File: src/psmpc_pkg.sv
`timescale 1ns / 1ps
// ----------------------------------------------------------------------------
// psmpc_pkg
// Shared types and constants for the ps/2 mouse packet cursor block.
// ----------------------------------------------------------------------------
package psmpc_pkg;

  localparam int unsigned PosBitsDefault = 10;
  localparam int unsigned CoordW         = 10;
  localparam int unsigned ByteW          = 8;
  localparam int unsigned CfgIdxW        = 2;
  localparam int unsigned CfgDataW       = 10;

  localparam logic [CoordW-1:0] XLimitReset = CoordW'(300);
  localparam logic [CoordW-1:0] YLimitReset = CoordW'(150);

  // first byte flags, third byte check bits
  localparam int unsigned FlagSyncBit  = 3;
  localparam int unsigned FlagXSignBit = 4;
  localparam int unsigned FlagYSignBit = 5;
  localparam int unsigned ChkBit6      = 6;
  localparam int unsigned ChkBit7      = 7;

  typedef enum logic [CfgIdxW-1:0] {
    CFG_ENABLE  = 2'd0,
    CFG_X_LIMIT = 2'd1,
    CFG_Y_LIMIT = 2'd2
  } cfg_idx_e;

  typedef enum logic [2:0] {
    PH_FLAGS = 3'b001,
    PH_DX    = 3'b010,
    PH_DY    = 3'b100
  } phase_e;

endpackage

File: src/ps2_mouse_packet_cursor.sv
`timescale 1ns / 1ps
// ----------------------------------------------------------------------------
// ps2_mouse_packet_cursor
// Frames ps/2 mouse bytes into three-byte packets and tracks a cursor.
// ----------------------------------------------------------------------------
// One mouse byte is taken per cycle. Every third byte of a framed packet
// that passes the check produces one beat with the clamped cursor position
// and a moving flag; other bytes produce nothing. The whole update is one
// add, a clamp and a compare between the byte input and the result register,
// so a byte is accepted in every cycle unless a finished result is stalled
// at the output. The first byte is resynced until its sync bit is set.
// Write limits and enable via the plain write port while idle; unchecked.
module ps2_mouse_packet_cursor
  import psmpc_pkg::*;
#(
  parameter int unsigned POS_BITS = PosBitsDefault
) (
  input  logic                clk_i,
  input  logic                rst_ni,
  input  logic                cfg_we_i,
  input  logic [CfgIdxW-1:0]  cfg_idx_i,
  input  logic [CfgDataW-1:0] cfg_wdata_i,
  input  logic                in_valid_i,
  output logic                in_ready_o,
  input  logic [ByteW-1:0]    rx_byte_i,
  output logic                out_valid_o,
  input  logic                out_ready_i,
  output logic [CoordW-1:0]   cursor_x_o,
  output logic [CoordW-1:0]   cursor_y_o,
  output logic                moving_o
);

  localparam int unsigned SumW = POS_BITS + 2;
  localparam int unsigned CmpW = (POS_BITS > CoordW) ? POS_BITS : CoordW;

  logic                enable_q;
  logic [CoordW-1:0]   x_limit_q, y_limit_q;
  phase_e              phase_q, phase_d;
  logic [ByteW-1:0]    flag_q, flag_d;
  logic [ByteW-1:0]    dx_q, dx_d;
  logic [POS_BITS-1:0] pos_x_q, pos_x_d, pos_y_q, pos_y_d;
  logic                out_valid_q, out_valid_d;
  logic [CoordW-1:0]   cur_x_q, cur_y_q;
  logic                moving_q;

  logic                in_fire, emit;
  logic [SumW-1:0]     dx_ext, dy_ext, x_sum, y_diff, x_adj, y_adj;
  logic [POS_BITS-1:0] x_wrap, y_wrap, x_lo, y_lo, nx, ny;
  logic [CmpW-1:0]     x_ext, y_ext, xl_ext, yl_ext, nx_ext, ny_ext;
  logic                x_le0, y_le0, moved;

  assign in_ready_o = !out_valid_q || out_ready_i;
  assign in_fire    = in_valid_i && in_ready_o;

  // config register file
  always_ff @(posedge clk_i or negedge rst_ni) begin
    if (!rst_ni) begin
      enable_q  <= 1'b0;
      x_limit_q <= XLimitReset;
      y_limit_q <= YLimitReset;
    end else if (cfg_we_i) begin
      case (cfg_idx_i)
        CFG_ENABLE:  enable_q  <= cfg_wdata_i[0];
        CFG_X_LIMIT: x_limit_q <= cfg_wdata_i[CoordW-1:0];
        CFG_Y_LIMIT: y_limit_q <= cfg_wdata_i[CoordW-1:0];
        default: ;
      endcase
    end
  end

  // position update datapath
  always_comb begin
    dx_ext = {{(SumW-ByteW){dx_q[ByteW-1]}}, dx_q};
    dy_ext = {{(SumW-ByteW){rx_byte_i[ByteW-1]}}, rx_byte_i};
    x_sum  = {2'b00, pos_x_q} + dx_ext;
    y_diff = {2'b00, pos_y_q} - dy_ext;
    x_le0  = x_sum[SumW-1] || (x_sum == '0);
    y_le0  = y_diff[SumW-1] || (y_diff == '0);
    x_adj  = (flag_q[FlagXSignBit] && x_le0) ? '0 : x_sum;
    y_adj  = (!flag_q[FlagYSignBit] && y_le0) ? '0 : y_diff;
    x_wrap = x_adj[POS_BITS-1:0];
    y_wrap = y_adj[POS_BITS-1:0];
    x_lo   = (x_wrap == '0) ? POS_BITS'(1) : x_wrap;
    y_lo   = (y_wrap == '0) ? POS_BITS'(1) : y_wrap;
    x_ext  = CmpW'(x_lo);
    y_ext  = CmpW'(y_lo);
    xl_ext = CmpW'(x_limit_q);
    yl_ext = CmpW'(y_limit_q);
    nx_ext = (x_ext > xl_ext) ? xl_ext : x_ext;
    ny_ext = (y_ext > yl_ext) ? yl_ext : y_ext;
    nx     = nx_ext[POS_BITS-1:0];
    ny     = ny_ext[POS_BITS-1:0];
    moved  = (nx != pos_x_q) || (ny != pos_y_q);
  end

  // packet framer
  always_comb begin
    phase_d     = phase_q;
    flag_d      = flag_q;
    dx_d        = dx_q;
    pos_x_d     = pos_x_q;
    pos_y_d     = pos_y_q;
    emit        = 1'b0;
    out_valid_d = out_valid_q && !out_ready_i;
    if (in_fire && enable_q) begin
      case (phase_q)
        PH_FLAGS: begin
          flag_d = rx_byte_i;
          if (rx_byte_i[FlagSyncBit]) phase_d = PH_DX;
        end
        PH_DX: begin
          dx_d    = rx_byte_i;
          phase_d = PH_DY;
        end
        PH_DY: begin
          phase_d = PH_FLAGS;
          if (rx_byte_i[ChkBit7] || !rx_byte_i[ChkBit6]) begin
            emit        = 1'b1;
            pos_x_d     = nx;
            pos_y_d     = ny;
            out_valid_d = 1'b1;
          end
        end
        default: phase_d = PH_FLAGS;
      endcase
    end
  end

  always_ff @(posedge clk_i or negedge rst_ni) begin
    if (!rst_ni) begin
      phase_q     <= PH_FLAGS;
      flag_q      <= '0;
      dx_q        <= '0;
      pos_x_q     <= '0;
      pos_y_q     <= '0;
      moving_q    <= 1'b0;
      out_valid_q <= 1'b0;
    end else begin
      phase_q     <= phase_d;
      flag_q      <= flag_d;
      dx_q        <= dx_d;
      pos_x_q     <= pos_x_d;
      pos_y_q     <= pos_y_d;
      out_valid_q <= out_valid_d;
      if (emit) moving_q <= moved;
    end
  end

  // result payload, low coordinate bits
  always_ff @(posedge clk_i) begin
    if (emit) begin
      cur_x_q <= nx_ext[CoordW-1:0];
      cur_y_q <= ny_ext[CoordW-1:0];
    end
  end

  assign out_valid_o = out_valid_q;
  assign cursor_x_o  = cur_x_q;
  assign cursor_y_o  = cur_y_q;
  assign moving_o    = moving_q;

endmodule
File: config.mk
export PLATFORM = sky130hd
export DESIGN_NAME = ps2_mouse_packet_cursor
export DESIGN_NICKNAME = d
export VERILOG_FILES = /design/src/psmpc_pkg.sv /design/src/ps2_mouse_packet_cursor.sv
export SDC_FILE = /design/constraint.sdc
export NUM_CORES = 1
export LEC_CHECK = 0
export BUFFER_PORTS_ARGS = -buffer_cell sky130_fd_sc_hd__buf_2
export CAP_MARGIN = 20
export CORE_ASPECT_RATIO = 1.5
export CORE_MARGIN = 2
export CORE_UTILIZATION = 40
export DETAILED_ROUTE_END_ITERATION = 8
export GPL_ROUTABILITY_DRIVEN = 0
export PLACE_DENSITY_LB_ADDON = 0.12
export SYNTH_ARGS = -nofsm -noshare
export SYNTH_HDL_FRONTEND = slang
export SYNTH_SLANG_ARGS = --single-unit
File: constraint.sdc
create_clock -name clk_i -period 5.5 [get_ports clk_i]
set_input_delay 1.1 -clock clk_i [delete_from_list [all_inputs] [get_ports clk_i]]
set_output_delay 1.1 -clock clk_i [all_outputs]
set_load 0.01 [all_outputs]
==> results of run 1 <==
metal layers:
layer  part of all wire  routed length, um  vias up
li1                   -                  -     2386
met1               0.37               6028     2406
met2               0.57               9448       88
met3              0.023                386       42
met4              0.037                604        0
met5                  0                  0        -
cells in the mapped netlist (all sizes together) (5+ instances only):
cell	number
nand3	5
nor4	5
o21ai	25
nor2	47
nand2b	9
mux2	45
dfrtp	47
o31ai	7
nor3b	5
nor2b	5
or3	10
o311ai	5
o22ai	8
a21oi	38
o211ai	7
clkbuf	12
ha	42
edfxtp	20
inv	49
nor3	14
dfstp	9
nand2	43
a21o	8
xnor2	16
nand4	7
a211oi	8
xor2	10
worst paths after layout:
check	start	end	slack, ps	cells past startpoint
hold reg to reg	x_limit_q[7]	x_limit_q[7]	510	1
setup / recovery	dx_q[1]	moving_o	-30	21
setup reg to reg	dx_q[1]	moving_o	-30	21
hold / removal	x_limit_q[7]	x_limit_q[7]	510	1
max in group asynchronous	rst_ni	pos_y_q[9]	4110	2
min in group asynchronous	rst_ni	pos_y_q[4]	910	2
state kept, by name (all words and copies together) (netlist names):
name / count
x_limit_q: 10
phase_q: 3
y_limit_q: 10
cursor_x_o: 10
pos_x_q: 10
dx_q: 8
out_valid_o: 1
enable_q: 1
flag_q: 2
cursor_y_o: 10
moving_o: 1
pos_y_q: 10
critical path, stage by stage, from the launching register on:
cell and delay [ps]:
dfrtp_1 420, ha_1 320, a21oi_2 220, o311ai_4 120
or4_4 500, a32oi_1 200, or4b_4 480, or3_4 350
a21oi_4 260, nor2_1 90, ha_1 320, nand4_1 190
nor3_2 270, and3_1 250, a21oi_2 60, or3_1 320
o211ai_1 210, xnor2_1 170, buf_4 150, o2111ai_1 140
a2111oi_2 240, a2bb2oi_1 110
where the power goes:
group          internal (mW)  total [mW]  switching [mW]
clock network          0.365       0.605           0.240
logic                   1.66        3.59            1.92
registers              0.802       0.962           0.161
per-stage QoR:
stage	hold WS (ps)	total power [mW]	area (um2)
global placement	492.8	4.363	6501
CTS	510.6	5.134	6880
floorplan	479.4	2.965	5454
global route	537.4	5.569	6893
finish	508.4	5.153	6893
detailed placement	496.8	4.387	6501
what timing repair did:
| item | CTS | global route |
|---|---|---|
| pin swaps | 8 | 1 |
| hold endpoints to repair | 0 | 0 |
| gates cloned | 0 | 0 |
| buffers inserted | 5 | 0 |
| endpoints found under the setup margin | 1 | 1 |
| gates resized for setup | 12 | 1 |
| hold buffers | 0 | 0 |
logic make-up after synthesis:
kind of cell	after synthesis	share of synthesized area
buffers and inverters	63	0.04428
AND/OR/NAND/NOR	166	0.1532
multiplexers	48	0.09979
adder cells (fa/ha/maj)	44	0.1037
flip-flops	76	0.3691
AO/OA/AOI/OAI	146	0.1881
XOR/XNOR	26	0.04175
cell type report:
type / instances / area share
Clock buffer: 11 / 0.03522
Clock inverter: 5 / 0.008531
Inverter: 49 / 0.02668
Multi-Input combinational cell: 430 / 0.4727
Sequential cell: 76 / 0.2921
Tap cell: 162 / 0.02941
Timing Repair Buffer: 140 / 0.1354
==> flow_summary.toml, run 1 <==
[global_route]
use_met2 = 0.4682
grt_pass1_wl_um = 27060
grt_pass1_vias = 5218
grtUsageMet3 = 0.02854
top_usage_layer = "met2"
antenna_found_initial = 0
grt_overflow = 0
gr-usage-met1 = 0.2478
grt_max_degree = 57
gr-usage-all-layers = 0.2395

[synth]
async_reset_ff_frac = 0.7368
seq_area_frac_synth = 0.3691
yosys.area.top_type = "dfrtp_1"
synthCells = 569
synthesis.nets = 638
syn_avg_cell_area_um2 = 9.585
synthTopCellsByArea = "dfrtp_1 (22%), edfxtp_1 (11%), ha_1 (9.6%), mux2_2 (8.9%), dfstp_2 (4.3%)"
synth-edff-count = 20
ys.flop_type = "dfrtp_1"
yosysWarnings = 0
synth_cell_types = 73
synth_area_mm2 = 0.005454
synth-seq-cells = 76
yosysTopAreaCellShare = 0.2156

[timing]
slew_headroom = 0.4552
final_max_slew_viol_count = 0
setup_viol = 1
hold_viol_final = 0
min_period_ps = 5528
worstMarginPinSlew_ps = 816.0
max_freq_ghz = 0.1809
fin_skew_ps = 6.011
fin_crit_sh = 1.005
fin_tns_setup_ps = -28.37
rsz0062_at_grt = "yes"
layout_setup_ws_ps = -28.37

[clock_tree]
htreeDepth = 3
clk_latency_ps = 340
cts_made_buffers = 9
clkSinkCount = 76
clockBufferDepth = 2
clkTransAtPathRegs_ps = 60
cts_root_buf = "clkbuf_16"
cts_tree = "built"

[setup_path]
cp.required_ps = 5710
cp_max_fo = 8
critPathKind = "reg -> reg"
cp_data_arrival_time_ps = 5740
end_kind = "register"
start_kind = "register"

[die]
fp.dieW_um = 99.34
start_util = 0.4069
die_y_um = 147.0
coreArea_mm2 = 0.01340
row_count = 52
dieArea_mm2 = 0.01460
top_level_ports = 48

[status]
outcome = "finished with violations"
violations = "negative setup slack"

[route]
drc = 0
drtPass1Iterations = 5
ant_nets = 0
dr_total_vias = 4922
wl_um = 16470
vias_per_cell = 5.638
dr.first_iter.drc_count = 220
wl_per_cell_um = 18.86

[cells_and_area]
synthToLayoutAreaGrowth_pct = 26.38
diodes = 0
fillerInstances = 1262
multi_input_area_mm2 = 0.003258
final_layout_size_suffix_gt1_frac = 0.3277
fin_util = 0.5143
layout_common_cells = "buf_4 (93), inv_1 (47), nor2_1 (47), dfrtp_1 (47), buf_2 (47)"
finalNetCount = 775
stdcell_count = 873
final_common_cell = "buf_4"
seq_area_mm2 = 0.002013

[worst_hold_path]
hp-class = "reg -> reg"

[pwr]
ir_drop_uv = 335.1
power_density_mw_per_mm2 = 747.6
p_leak_nw = 3.239

[placed_design]
portBuffers = 47
hpwl_um = 13220
place_worst_setup_slack_ps = -540.4
placed_cells = 852

[job]
cap_viol_max_count = 0
Note: power is estimated with default switching activity, not from simulation.
==> run 2: changes to the inputs <==
--- a/config.mk
+++ b/config.mk
@@ -6,7 +6,7 @@
 export NUM_CORES = 1
 export LEC_CHECK = 0
 export BUFFER_PORTS_ARGS = -buffer_cell sky130_fd_sc_hd__buf_2
-export CAP_MARGIN = 20
+export CAP_MARGIN = 10
 export CORE_ASPECT_RATIO = 1.5
 export CORE_MARGIN = 2
 export CORE_UTILIZATION = 40
==> constraint.sdc (replaced) <==
create_clock -name clk_i -period 5.85 [get_ports clk_i]
set_input_delay 1.17 -clock clk_i [delete_from_list [all_inputs] [get_ports clk_i]]
set_output_delay 1.17 -clock clk_i [all_outputs]
set_load 0.01 [all_outputs]
==> flow_summary.toml, run 2 (synthesis gave the netlist of run 1 again) <==
[timing]
fin_skew_ps = 7.683
fin_crit_sh = 0.9764
max_freq_ghz = 0.1751
min_period_ps = 5712
worstMarginPinSlew_ps = 812.5
setup_viol = 0
hold_viol_final = 0
slew_headroom = 0.4576
final_max_slew_viol_count = 0

[pwr]
ir_drop_uv = 263.0
power_density_mw_per_mm2 = 707.6
p_leak_nw = 2.995

[setup_path]
cp.required_ps = 6050
r2r_cells = 22
cp_data_arrival_time_ps = 5910
start_kind = "register"
reg2reg_to = "moving_o"
reg2reg_slack_ps = 140
crit-reg2reg-launch = "dx_q[1]"
cp_max_fo = 7
end_kind = "register"
critPathKind = "reg -> reg"

[route]
drtPass1Iterations = 5
ant_nets = 0
wl_per_cell_um = 20.15
drc = 0
dr.first_iter.drc_count = 383
dr_total_vias = 4833
wl_um = 16560
vias_per_cell = 5.880

[cells_and_area]
fin_area_mm2 = 0.006539
final_layout_size_suffix_gt1_frac = 0.2848
layout_common_cells = "inv_1 (47), nor2_1 (47), buf_2 (47)"
synthToLayoutAreaGrowth_pct = 19.89
stdcell_count = 822
diodes = 0
finalNetCount = 724

[die]
dieArea_mm2 = 0.01460
coreArea_mm2 = 0.01340
fp.dieW_um = 99.34
row_count = 52
top_level_ports = 48
start_util = 0.4069
die_y_um = 147.0

[clock_tree]
cts_made_buffers = 9
clockBufferDepth = 2
cts_tree = "built"
clk_latency_ps = 330
htreeDepth = 3
cts_root_buf = "clkbuf_16"
clkTransAtPathRegs_ps = 60
clkSinkCount = 76

[worst_hold_path]
hold_path_end = "x_limit_q[7]"
hold-path-cell-count = 1
hold_path_startpoint = "x_limit_q[7]"
hp-class = "reg -> reg"

[placed_design]
portBuffers = 47
hpwl_um = 12780
placed_cells = 801
postPlaceCellArea_mm2 = 0.006118

[status]
outcome = "complete, no violations"

[global_route]
grt_pass1_vias = 4938
grt_max_degree = 57
gr-usage-all-layers = 0.2268
grt_overflow = 0
grt_pass1_wl_um = 25740
antenna_found_initial = 0

[job]
cap_viol_max_count = 0
-- run 2: cell count changes in the layout (fill, tap and decap cells not counted), sizes merged --
cell | before | now
inv | 50 | 49
buf | 140 | 89
clkinv | 1 | 2
bufinv | 1 | 2
clkinvlp | 2 | 1
-- run 2: metal layers --
metal,GRT usage,wire (um),up-vias,part of all wire
met5,0,0,-,0
met4,0.09795,693,0,0.042
met3,0.02284,462,54,0.028
met2,0.4490,9375,124,0.57
met1,0.2343,6029,2377,0.36
li1,-,-,2278,-
-- run 2: where the power goes --
part	total [mW]	switching [mW]	internal, mW
clock network	0.587	0.215	0.372
registers	0.923	0.168	0.754
logic	3.12	1.78	1.34
total	4.63	2.16	2.47
-- run 2: area by class of cell --
class                           count  area (um2)
Timing Repair Buffer               89       550.5
Inverter                           49       183.9
Multi-Input combinational cell    430        3277
Fill cell                        1289        6864
Clock inverter                      5       77.57
Tap cell                          162       202.7
Clock buffer                       11       232.7
Sequential cell                    76        2014
-- run 2: timing repair --
action                                  in CTS  in global routing
pin swaps                                    2                  6
hold endpoints to repair                     0                  0
endpoints found under the setup margin       1                  1
hold buffers                                 0                  0
gates resized for setup                      1                 21
buffers inserted                             2                  3
-- run 2: stage by stage --
step	total power [mW]	util	setup TNS [ps]	worst slack, ps	hold slack [ps]
2_1_floorplan	2.788	-	0	369.5	479.4
3_3_place_gp	3.829	0.4565	0	90.47	496.2
3_5_place_dp	3.845	0.4565	-124.6	-124.6	496.3
4_1_cts	4.490	0.4809	0	13.52	510.3
5_1_grt	4.948	0.4879	-56.31	-56.31	537.3
6_report	4.627	0.4879	0	138.3	508.8
-- run 2: critical path, cell delays in order, from the launching register on --
cell,delay [ps]
dfrtp_1,420
ha_1,350
a21oi_4,170
o311ai_4,150
or4_4,520
a32oi_1,230
or4b_4,510
or3_4,350
a21oi_4,170
buf_4,160
nor2_1,40
ha_1,320
nand4_1,160
nor3_2,210
and3_1,240
a21o_1,140
nand2_1,140
o211ai_1,420
xnor2_1,210
buf_4,170
o2111ai_1,120
a2111oi_1,270
a2bb2oi_1,110
-- run 2: worst max-delay path by stage --
stage | start | slack [ps] | cells past startpoint | to
final | dx_q[1] | 140 | 22 | moving_o
after detailed placement | rx_byte_i[3] | -120 | 22 | moving_o
after global placement | rx_byte_i[5] | 90 | 22 | moving_o
after global routing | dx_q[1] | -60 | 22 | moving_o
after CTS | dx_q[0] | 10 | 23 | moving_o
after floorplan | pos_x_q[0] | 370 | 22 | moving_o
